===== src/hdl/efd_pkg.sv =====
// efd_pkg: shared types and constants of the eased brightness fader
// beat structs, action and curve codes, shared arithmetic unit opcodes
// no dependencies
`timescale 1ns / 1ps

package efd_pkg;

  // action codes of an input beat
  localparam logic [1:0] ACT_TICK   = 2'd0;
  localparam logic [1:0] ACT_START  = 2'd1;
  localparam logic [1:0] ACT_CANCEL = 2'd2;

  // easing curve codes
  localparam logic [1:0] CURVE_LINEAR   = 2'd0;
  localparam logic [1:0] CURVE_EASE_IN  = 2'd1;
  localparam logic [1:0] CURVE_EASE_OUT = 2'd2;
  localparam logic [1:0] CURVE_SMOOTH   = 2'd3;

  // register index decoded from the config address
  localparam logic REG_EASING = 1'b0;

  // level and phase constants
  localparam logic [7:0]  LEVEL_MAX   = 8'd100;
  localparam logic [16:0] PHASE_ONE   = 17'd65536;
  localparam logic [16:0] PHASE_TOP   = 17'd65535;

  // ceil(2^30 / 100): exact divide by 100 for any span times level step
  localparam logic [23:0] DUR_RECIP   = 24'd10737419;

  // shared unit sizes
  localparam int MUL_STEPS = 17;
  localparam int DIV_STEPS = 32;

  typedef struct packed {
    logic [1:0]  action;
    logic [7:0]  target_percent;
    logic [15:0] fade_time_ms;
  } in_beat_t;

  typedef struct packed {
    logic [6:0] level;
    logic       fading;
    logic       level_changed;
    logic       fade_done;
  } out_beat_t;

  typedef enum logic {
    ALU_MUL,
    ALU_DIV
  } alu_op_t;

  typedef struct packed {
    logic    go;
    alu_op_t op;
  } alu_ctrl_t;

endpackage


===== src/hdl/efd_alu.sv =====
// efd_alu: shared serial arithmetic unit, one bit per cycle
// shift-add multiply (17 x 17) and restoring divide (32 / 16)
// depends on efd_pkg
`timescale 1ns / 1ps

module efd_alu
  import efd_pkg::*;
(
  input  logic        clk,
  input  logic        rst,
  input  alu_ctrl_t   ctrl,
  input  logic [31:0] opa,
  input  logic [16:0] opb,
  output logic        done,
  output logic [33:0] result
);

  logic        busy;
  alu_op_t     op_r;
  logic [4:0]  cnt;
  logic [33:0] acc;
  logic [33:0] mcand;
  logic [16:0] mplier;
  logic [31:0] quo;
  logic [15:0] rem;
  logic [15:0] divisor;
  logic [16:0] shifted;
  logic [17:0] trial;

  // divide trial subtraction
  assign shifted = {rem, quo[31]};
  assign trial   = {1'b0, shifted} - {2'b00, divisor};

  // iteration control and datapath
  always_ff @(posedge clk) begin
    if (rst) begin
      busy <= 1'b0;
      done <= 1'b0;
    end else begin
      done <= 1'b0;
      if (ctrl.go) begin
        busy    <= 1'b1;
        op_r    <= ctrl.op;
        cnt     <= (ctrl.op == ALU_MUL) ? 5'(MUL_STEPS - 1) : 5'(DIV_STEPS - 1);
        acc     <= '0;
        mcand   <= {17'd0, opa[16:0]};
        mplier  <= opb;
        quo     <= opa;
        rem     <= '0;
        divisor <= opb[15:0];
      end else if (busy) begin
        case (op_r)
          ALU_MUL: begin
            if (mplier[0]) begin
              acc <= acc + mcand;
            end
            mcand  <= {mcand[32:0], 1'b0};
            mplier <= {1'b0, mplier[16:1]};
          end
          ALU_DIV: begin
            if (!trial[17]) begin
              rem <= trial[15:0];
              quo <= {quo[30:0], 1'b1};
            end else begin
              rem <= shifted[15:0];
              quo <= {quo[30:0], 1'b0};
            end
          end
          default: begin
            acc <= acc;
          end
        endcase
        if (cnt == 5'd0) begin
          busy <= 1'b0;
          done <= 1'b1;
        end else begin
          cnt <= cnt - 5'd1;
        end
      end
    end
  end

  assign result = (op_r == ALU_DIV) ? {2'b00, quo} : acc;

endmodule


===== src/hdl/eased_brightness_fader_top.sv =====
// eased_brightness_fader_top: lamp level fader with selectable easing curve
// sequencer, fade state, config register and output register
// depends on efd_pkg and efd_alu
`timescale 1ns / 1ps
// sequence: cancel and unused beats, zero-span starts, idle and ending ticks go straight to
// the output register; a start with a nonzero span runs a 17-step multiply (reciprocal
// divide by 100); a fading tick runs a 32-step phase divide, then one to three 17-step
// multiplies by curve; a stalled output holds the next result in ST_OUT
// throughput: one beat at a time, the next beat is taken the cycle after the result is
// registered; the serial multiply/divide unit serves each step in turn
// reset: synchronous, clears all fade state and the curve register at once

module eased_brightness_fader_top
  import efd_pkg::*;
#(
  parameter int TICK_MS     = 10,
  parameter int MIN_FADE_MS = 50
) (
  input  logic        clk,
  input  logic        rst,
  input  logic        in_valid,
  output logic        in_stall,
  input  in_beat_t    in_beat,
  output logic        out_valid,
  input  logic        out_stall,
  output out_beat_t   out_beat,
  input  logic        psel,
  input  logic        penable,
  input  logic        pwrite,
  input  logic [2:0]  paddr,
  input  logic [31:0] pwdata,
  output logic [31:0] prdata,
  output logic        pready
);

  typedef enum logic [2:0] {
    ST_IDLE,
    ST_DUR_MUL,
    ST_PH_DIV,
    ST_SQ_MUL,
    ST_CU_MUL,
    ST_INT_MUL,
    ST_OUT
  } state_t;

  state_t      state;
  logic [1:0]  easing;
  logic [6:0]  current_level;
  logic [6:0]  target_level;
  logic [6:0]  start_level;
  logic [15:0] fade_length_ms;
  logic [15:0] elapsed_ms;
  logic        fade_active;
  logic [6:0]  before_level;
  logic        done_flag;
  logic [16:0] phase;
  logic [15:0] sq;
  logic [6:0]  diff;

  alu_ctrl_t   alu_ctrl;
  logic [31:0] alu_a;
  logic [16:0] alu_b;
  logic        alu_done;
  logic [33:0] alu_result;

  logic        accept;
  logic [6:0]  tgt_sat;
  logic [6:0]  start_diff;
  logic [16:0] e_sum;
  logic [15:0] e_clamp;
  logic        launch_int;
  logic [16:0] shaped;
  logic [17:0] smooth;
  logic [6:0]  hi;
  logic [6:0]  lvl;
  logic [46:0] dur_prod;
  logic [15:0] dur_q;

  assign accept   = in_valid && !in_stall;
  assign in_stall = (state != ST_IDLE);

  // config port
  assign pready = 1'b1;
  assign prdata = (paddr[2] == REG_EASING) ? {30'd0, easing} : 32'd0;

  always_ff @(posedge clk) begin
    if (rst) begin
      easing <= CURVE_LINEAR;
    end else if (psel && penable && pwrite && pready && (paddr[2] == REG_EASING)) begin
      easing <= pwdata[1:0];
    end
  end

  // start decode
  assign tgt_sat    = (in_beat.target_percent > LEVEL_MAX) ? LEVEL_MAX[6:0]
                                                           : in_beat.target_percent[6:0];
  assign start_diff = (tgt_sat > current_level) ? tgt_sat - current_level
                                                : current_level - tgt_sat;

  // scaled duration divided by 100 through a reciprocal multiply
  assign dur_prod = {24'd0, alu_result[22:0]} * {23'd0, DUR_RECIP};
  assign dur_q    = dur_prod[45:30];

  // elapsed time advance, clamped to the fade length
  assign e_sum   = {1'b0, elapsed_ms} + 17'(TICK_MS);
  assign e_clamp = (e_sum >= {1'b0, fade_length_ms}) ? fade_length_ms : e_sum[15:0];

  // curve shaping: decides when the interpolation multiply can start
  assign smooth = 18'(3) * {2'b00, sq} - {1'b0, alu_result[31:16], 1'b0};

  always_comb begin
    launch_int = 1'b0;
    shaped     = phase;
    case (state)
      ST_PH_DIV: begin
        if (alu_result[16:0] == 17'd0) begin
          launch_int = alu_done;
          shaped     = 17'd0;
        end else if (alu_result[16:0] >= PHASE_TOP) begin
          launch_int = alu_done;
          shaped     = PHASE_TOP;
        end else if (easing == CURVE_LINEAR) begin
          launch_int = alu_done;
          shaped     = alu_result[16:0];
        end
      end
      ST_SQ_MUL: begin
        if (easing == CURVE_EASE_IN) begin
          launch_int = alu_done;
          shaped     = {1'b0, alu_result[31:16]};
        end else if (easing == CURVE_EASE_OUT) begin
          launch_int = alu_done;
          shaped     = PHASE_TOP - {1'b0, alu_result[31:16]};
        end else if (easing != CURVE_SMOOTH) begin
          launch_int = alu_done;
          shaped     = phase;
        end
      end
      ST_CU_MUL: begin
        launch_int = alu_done;
        shaped     = (smooth > {1'b0, PHASE_ONE}) ? PHASE_ONE : smooth[16:0];
      end
      default: begin
        launch_int = 1'b0;
      end
    endcase
  end

  // interpolation from the latched start level
  assign hi  = alu_result[22:16];
  assign lvl = (target_level >= start_level) ? start_level + hi
             : start_level - hi - 7'(alu_result[15:0] != 16'd0);

  efd_alu u_alu (
    .clk    (clk),
    .rst    (rst),
    .ctrl   (alu_ctrl),
    .opa    (alu_a),
    .opb    (alu_b),
    .done   (alu_done),
    .result (alu_result)
  );

  // sequencer, fade state and output register
  always_ff @(posedge clk) begin
    if (rst) begin
      state          <= ST_IDLE;
      current_level  <= '0;
      target_level   <= '0;
      start_level    <= '0;
      fade_length_ms <= '0;
      elapsed_ms     <= '0;
      fade_active    <= 1'b0;
      out_valid      <= 1'b0;
      alu_ctrl       <= '{go: 1'b0, op: ALU_MUL};
    end else begin
      // go is a one-cycle pulse; no new launch can happen while it is high
      if (alu_ctrl.go) begin
        alu_ctrl.go <= 1'b0;
      end
      if (out_valid && !out_stall && state != ST_OUT) begin
        out_valid <= 1'b0;
      end
      if (launch_int) begin
        alu_ctrl <= '{go: 1'b1, op: ALU_MUL};
        alu_a    <= {15'd0, shaped};
        alu_b    <= {10'd0, diff};
        state    <= ST_INT_MUL;
      end else begin
        case (state)
          ST_IDLE: begin
            if (accept) begin
              before_level <= current_level;
              done_flag    <= 1'b0;
              state        <= ST_OUT;
              case (in_beat.action)
                ACT_START: begin
                  target_level <= tgt_sat;
                  start_level  <= current_level;
                  elapsed_ms   <= '0;
                  fade_active  <= 1'b1;
                  diff         <= start_diff;
                  if (in_beat.fade_time_ms == 16'd0) begin
                    fade_length_ms <= '0;
                  end else begin
                    alu_ctrl <= '{go: 1'b1, op: ALU_MUL};
                    alu_a    <= {16'd0, in_beat.fade_time_ms};
                    alu_b    <= {10'd0, start_diff};
                    state    <= ST_DUR_MUL;
                  end
                end
                ACT_CANCEL: begin
                  fade_active <= 1'b0;
                end
                ACT_TICK: begin
                  if (fade_active) begin
                    if (current_level == target_level || fade_length_ms == 16'd0) begin
                      current_level <= target_level;
                      start_level   <= target_level;
                      fade_active   <= 1'b0;
                      elapsed_ms    <= '0;
                      done_flag     <= 1'b1;
                    end else begin
                      elapsed_ms <= e_clamp;
                      diff       <= (target_level >= start_level)
                                    ? target_level - start_level
                                    : start_level - target_level;
                      alu_ctrl   <= '{go: 1'b1, op: ALU_DIV};
                      alu_a      <= {e_clamp, 16'd0};
                      alu_b      <= {1'b0, fade_length_ms};
                      state      <= ST_PH_DIV;
                    end
                  end
                end
                default: begin
                  done_flag <= 1'b0;
                end
              endcase
            end
          end
          ST_DUR_MUL: begin
            if (alu_done) begin
              if (dur_q < 16'(MIN_FADE_MS) && diff != 7'd0) begin
                fade_length_ms <= 16'(MIN_FADE_MS);
              end else begin
                fade_length_ms <= dur_q;
              end
              state <= ST_OUT;
            end
          end
          ST_PH_DIV: begin
            if (alu_done) begin
              phase    <= alu_result[16:0];
              alu_ctrl <= '{go: 1'b1, op: ALU_MUL};
              if (easing == CURVE_EASE_OUT) begin
                alu_a <= {15'd0, PHASE_TOP - alu_result[16:0]};
                alu_b <= PHASE_TOP - alu_result[16:0];
              end else begin
                alu_a <= {15'd0, alu_result[16:0]};
                alu_b <= alu_result[16:0];
              end
              state <= ST_SQ_MUL;
            end
          end
          ST_SQ_MUL: begin
            if (alu_done) begin
              sq       <= alu_result[31:16];
              alu_ctrl <= '{go: 1'b1, op: ALU_MUL};
              alu_a    <= {16'd0, alu_result[31:16]};
              alu_b    <= phase;
              state    <= ST_CU_MUL;
            end
          end
          ST_CU_MUL: begin
            state <= ST_CU_MUL;
          end
          ST_INT_MUL: begin
            if (alu_done) begin
              if (elapsed_ms >= fade_length_ms) begin
                current_level <= target_level;
                start_level   <= target_level;
                fade_active   <= 1'b0;
                elapsed_ms    <= '0;
                done_flag     <= 1'b1;
              end else begin
                current_level <= lvl;
              end
              state <= ST_OUT;
            end
          end
          ST_OUT: begin
            if (!out_valid || !out_stall) begin
              out_valid              <= 1'b1;
              out_beat.level         <= current_level;
              out_beat.fading        <= fade_active;
              out_beat.level_changed <= (current_level != before_level);
              out_beat.fade_done     <= done_flag;
              state                  <= ST_IDLE;
            end
          end
          default: begin
            state <= ST_IDLE;
          end
        endcase
      end
    end
  end

  // the level never leaves the percent range
  a_level_range: assert property (@(posedge clk) disable iff (rst)
    out_valid |-> (out_beat.level <= LEVEL_MAX[6:0]))
    else $error("output level above full scale");

  // a completed fade is never reported as still fading
  a_done_idle: assert property (@(posedge clk) disable iff (rst)
    (out_valid && out_beat.fade_done) |-> !out_beat.fading)
    else $error("fade done while still fading");

  // an accepted beat keeps the block busy in the next cycle
  a_busy_after_accept: assert property (@(posedge clk) disable iff (rst)
    (in_valid && !in_stall) |=> in_stall)
    else $error("second beat taken before the first finished");

  // the shared unit is only started while an item is in work
  a_alu_busy: assert property (@(posedge clk) disable iff (rst)
    alu_ctrl.go |-> (state != ST_IDLE && state != ST_OUT))
    else $error("arithmetic unit started outside a sequence");

endmodule


===== config.mk =====
export PLATFORM = sky130hd
export DESIGN_NAME = eased_brightness_fader_top
export DESIGN_NICKNAME = d
export VERILOG_FILES = /design/src/hdl/efd_pkg.sv /design/src/hdl/efd_alu.sv /design/src/hdl/eased_brightness_fader_top.sv
export SDC_FILE = /design/constraint.sdc
export NUM_CORES = 1
export LEC_CHECK = 0
export BUFFER_PORTS_ARGS = -buffer_cell sky130_fd_sc_hd__buf_2
export CAP_MARGIN = 20
export CELL_PAD_IN_SITES_DETAIL_PLACEMENT = 1
export CELL_PAD_IN_SITES_GLOBAL_PLACEMENT = 2
export CORE_AREA = 2 2 305 307
export CTS_CLUSTER_SIZE = 28
export DETAILED_ROUTE_END_ITERATION = 10
export DIE_AREA = 0 0 307 309
export PLACE_DENSITY_LB_ADDON = 0.1
export SLEW_MARGIN = 20
export SYNTH_ARGS = -nofsm -noshare
export SYNTH_HDL_FRONTEND = slang
export SYNTH_HIERARCHICAL = 1
export SYNTH_SLANG_ARGS = --single-unit
export TNS_END_PERCENT = 5

===== constraint.sdc =====
create_clock -name clk -period 9.8 [get_ports clk]
set_input_delay 1.96 -clock clk [delete_from_list [all_inputs] [get_ports clk]]
set_output_delay 1.96 -clock clk [all_outputs]
set_load 0.005 [all_outputs]

Yosys cells after proc, flatten, opt, wreduce, memory -nomap -nowiden
Index checks and enable logic that the tools add are counted.
Widths: inputs -> output; s select.
- bits of input ports: 68
- register bits after elaboration: 326
- word-level logic and storage cells: 296
- output and inout port bits: 45
- multiplexer cells: 130
- add/sub/neg operators: 14
- bitwise operators: 4
- $mul: 2
- magnitude comparators: 8
- reductions and logical operators: 55
- equal/unequal tests: 47
- operator list (cell ; count):
    $mux 17 ; 19
    $mux 32 ; 10
    $mux 16 ; 14
    $mux 34 ; 5
    $mux 7 ; 16
    $pmux 17 s3 ; 2
    $pmux 16 s2 ; 3
    $pmux 32 s3 ; 1
    $pmux 32 s2 ; 1
    $pmux 7 s2 ; 4
    $mul 23x24->46 const B ; 1
    $sub 7x7->7 ; 5
    $add 34x34->34 ; 1
    $pmux 17 s2 ; 1
    $logic_not 16->1 ; 2
    $reduce_and 7->1 ; 4
    $mux 3 ; 9
    $mux 1 ; 26
    $reduce_and 4->1 ; 6
    $ne 2x2->1 const B ; 11
    $ne 3x3->1 const B ; 7
    $gt 18x17->1 const B ; 1
    $mul 2x16->18 const A ; 1
    $pmux 3 s6 ; 1
    56 further kinds ; 109

Depth between registers and ports, before layout
- depth after elaboration: 9
- gate-level depth with buffers: 27
- gate-level depth less buffers: 25

Modules after synthesis
Netlist, hierarchy kept.
- modules (own cells, without submodules) (module ; sequential area each (µm²) ; area an instance (µm²) ; times used ; cells an instance):
    eased_brightness_fader_top ; 4454.3 ; 22811.9 ; 1 ; 2496
    efd_alu ; 4694.5 ; 9097.5 ; 1 ; 817

Worst setup path after synthesis
OpenSTA, ideal clock, no wires.
- path kind: register to register
- start point: reg u_alu.op_r
- end point: reg alu_a[0] (enable)
- clock period less this slack: 7.970 ns
- path buffers: 5
- library setup time: 0.529 ns
- arrival: 7.441 ns
- stages on the path, launching flop included: 15
- required time: 9.271 ns
- slack: 1.830 ns
- cell sequence: edfxtp_1 > clkbuf_1 > clkbuf_1 > o21ai_0 > ha_1 > nand3_1 > o31a_1 > clkbuf_1 > nor3b_1 > a21o_1 > a221oi_1 > o21ai_1 > clkbuf_1 > buf_2 > a211oi_1
- cells in the longest elaborated chain, start to end: 7
- elaborated cells between the ends (all ways): 15
- classes of those cells: order compare (1); eq/ne (7); mux (4); reduce/logical (3)
- RTL lines (element ; RTL line ; RTL):
    start: declaration ; efd_alu.sv:19 ; alu_op_t op_r;
    start signal: assignment ; efd_alu.sv:43 ; op_r <= ctrl.op;
    $mux 32 * ; efd_alu.sv:83 ; assign result = (op_r == ALU_DIV) ? {2'b00, quo} : acc;
    net alu_result[1] ; eased_brightness_fader_top.sv:64 ; logic [33:0] alu_result;
    $ge 17x16->1 ; eased_brightness_fader_top.sv:119 ; end else if (alu_result[16:0] >= PHASE_TOP) begin
    $mux 1 ; eased_brightness_fader_top.sv:119 ;
    $mux 1 * ; eased_brightness_fader_top.sv:116 ; if (alu_result[16:0] == 17'd0) begin
    $pmux 1 s3 * ; eased_brightness_fader_top.sv:114 ; case (state)
    $ne 4x2->1 (no line) (tied with other cells) ; -- ;
    $reduce_and 9->1 (no line) * ; -- ;
    end signal: assignment ; eased_brightness_fader_top.sv:186 ; alu_a <= {15'd0, shaped};
    end signal: assignment ; eased_brightness_fader_top.sv:207 ; alu_a <= {16'd0, in_beat.fade_time_ms};
    end signal: assignment ; eased_brightness_fader_top.sv:229 ; alu_a <= {e_clamp, 16'd0};
    end: declaration ; eased_brightness_fader_top.sv:61 ; logic [31:0] alu_a;
Mark *: on every way through the listed nets, which the timed path passes. The rest lies on a longest branch.
A chain may end at the register's enable or synchronous reset.

Worst setup path after layout
- start point: reg u_alu.op_r
- end point: reg fade_length_ms[1]
- cells in the longest elaborated chain, start to end: 7
- elaborated cells between the ends (all ways): 14
- classes of those cells: mul (1); order compare (2); mux (7); bitwise (1); reduce/logical (3)
- RTL lines (element ; RTL line ; RTL):
    $mux 32 * ; efd_alu.sv:83 ;
    net alu_result[21] ; eased_brightness_fader_top.sv:64 ;
    $mul 23x24->46 * ; eased_brightness_fader_top.sv:101 ; assign dur_prod = {24'd0, alu_result[22:0]} * {23'd0, DUR_RECIP};
    $lt 16x6->1 ; eased_brightness_fader_top.sv:243 ; if (dur_q < 16'(MIN_FADE_MS) && diff != 7'd0) begin
    $logic_and 1x1->1 ; eased_brightness_fader_top.sv:243 ;
    $mux 16 * ; eased_brightness_fader_top.sv:243 ;
    $mux 16 * ; eased_brightness_fader_top.sv:242 ; if (alu_done) begin
    $pmux 16 s2 * ; eased_brightness_fader_top.sv:190 ; case (state)
    end signal: assignment ; eased_brightness_fader_top.sv:244 ; fade_length_ms <= 16'(MIN_FADE_MS);
    end signal: assignment ; eased_brightness_fader_top.sv:246 ; fade_length_ms <= dur_q;
    end: declaration ; eased_brightness_fader_top.sv:51 ; logic [15:0] fade_length_ms;
Mark *: on every way through the listed nets, which the timed path passes. The rest lies on a longest branch. The select of a mux whose other input is x is not followed.

==> impl_metrics.toml <==
[detailed_routing]
routed_via_density = 5.38
antenna_left = 0
drt_iter0_markers = 1451
drc = 0
drt-total-wl_mm = 108
routedWlPerCell_um = 23.7
vias = 24388
drt_pass1_iterations = 5

[worst_setup_path]
crit_required_ns = 10.30
path_class = "flop to flop"
arrival_ns = 9.18
crit_path_end_kind = "flop"
worst_setup_path_start_kind = "flop"
crit_fanout = 15

[global_route]
grt_first_pass_wirelength_mm = 166
grt-ovfl-total = 0
grt_pass1_vias = 26396
grt_usage_pct = 23.0
grt_max_degree = 76
antenna_found_initial = 0

[yosys]
yosys_warnings = 6
synth_area_um2 = 31600
postSynthAreaPerCell_um2 = 9.63
syn_inst = 3282

[cells_and_area]
final_nets = 3984
diodes = 0
syn2layout_area_growth_pct = 9.96
drive_above_1_share_pct = 8.72
fin_util_pct = 38.0

[floorplanning]
die_y_um = 309
ios = 113
die_area_um2 = 94900
start_util_pct = 34.6
die_x_um = 307
core-area_um2 = 91400
rows = 111

[sta]
maxSlewViolCount = 0
final-setup-viol-count = 0
setup_tns_ns = 0
hold_viol_final = 0
clock.fmax_ghz = 0.115
slew_headroom_pct = 28.0
worstMarginPinSlew_ns = 1.08
period_needed_ns = 8.69
rsz0062_at_grt = "no"
skew_ns = 0.0547
period_share_pct = 88.6

[clock_tree]
hold_buffers = 0
clock_latency_ns = 0.61
numCtsBuffers = 44
htreeDepth = 2
cts_tree = "done"
clk_path_buf_depth = 3
cts.clk_slew.worst_paths_ns = 0.06
postCtsSetupBuffers = 0
cts_resized = 0
cts-root-buf = "clkbuf_16"
cts_sinks = 322

[worst_hold_path]
hold_path_class = "flop to flop"

[placement]
gp_congestion = 0.884
port_buffers = 49
hpwl_mm = 86.8

[flow_run]
max_cap_viol_count = 0

[status]
status = "complete, no violations"
per-layer routing:
metal / part of all wire, % / track usage [%]
met1: 47 / 31.6
met2: 48 / 38.9
met3: 2.7 / 1.87
met4: 2.5 / 6.08
met5: 0 / 0
critical path: stages, from the launching register on:
cell	delay (ns)
edfxtp_1	0.87
buf_4	0.38
mux2_2	0.54
inv_1	0.23
ha_1	0.29
xnor2_1	0.18
ha_1	0.31
fa_1	0.51
fa_1	0.53
fa_1	0.54
fa_1	0.56
inv_1	0.06
fa_1	0.58
inv_1	0.06
ha_1	0.40
nand2_1	0.21
nor4_1	0.47
nand3_1	0.13
a21oi_1	0.36
o211ai_1	0.27
and4b_1	0.27
a311oi_1	0.21
buf_4	0.19
o21ba_2	0.19
a31o_1	0.21
metrics by stage:
stage | cell area [um^2] | hold WS [ns] | setup WS (ns) | std cells
after floorplan | 31700 | 0.400 | 1.86 | 3311
after global placement | 33200 | 0.420 | 1.11 | 4455
after detailed placement | 33200 | 0.406 | 1.00 | 4455
after CTS | 34700 | 0.434 | 0.955 | 4535
after global routing | 34800 | 0.443 | 0.634 | 4535
final | 34800 | 0.442 | 1.11 | 4535
placed cells by master, fill, tap and decap left out, types with 21 or more instances in the layout:
cell type / instances
inv_1: 492
ha_1: 383
edfxtp_1: 258
fa_1: 218
nor2_1: 205
nand2_1: 198
a21oi_1: 179
o21ai_0: 133
xnor2_1: 80
mux2_2: 68
nor3_1: 63
dfxtp_1: 62
nand3_1: 50
buf_2: 49
mux2i_1: 47
nor2b_1: 45
clkbuf_16: 44
buf_4: 44
a21o_1: 41
nand4_1: 35
xor2_1: 34
o21ai_1: 33
a221oi_1: 32
o21a_1: 31
conb_1: 31
a31oi_1: 30
o211ai_1: 28
a211oi_1: 27
o21bai_1: 22
nand2b_1: 21
sequential cells by signal, summed over array words and instances, names as in the netlist, 16 cells and up:
register	flops
alu_b	17
u_alu/rem	16
u_alu/quo	32
phase	17
elapsed_ms	16
alu_a	32
u_alu/mcand	32
sq	16
fade_length_ms	16
u_alu/mplier	17
u_alu/acc	32
u_alu/divisor	16
layout make-up:
cell class	count	area, um^2
Timing Repair Buffer	93	576
Clock buffer	50	1120
Fill cell	10338	56600
Clock inverter	30	402
Inverter	497	1870
Multi-Input combinational cell	2357	20300
Sequential cell	322	9030
Tap cell	1186	1480
final timing paths:
check	slack, ns	start	endpoint	cells past startpoint
worst max-delay path	1.11	u_alu/op_r	fade_length_ms[1]	24
worst min-delay path	0.44	done_flag	out_beat[0]	0
worst max register to register	1.11	u_alu/op_r	fade_length_ms[1]	24
worst min register to register	0.44	done_flag	out_beat[0]	0
Power is not shown: default switching activity piles up to over one toggle a cycle in this logic, so the estimate is an artifact.
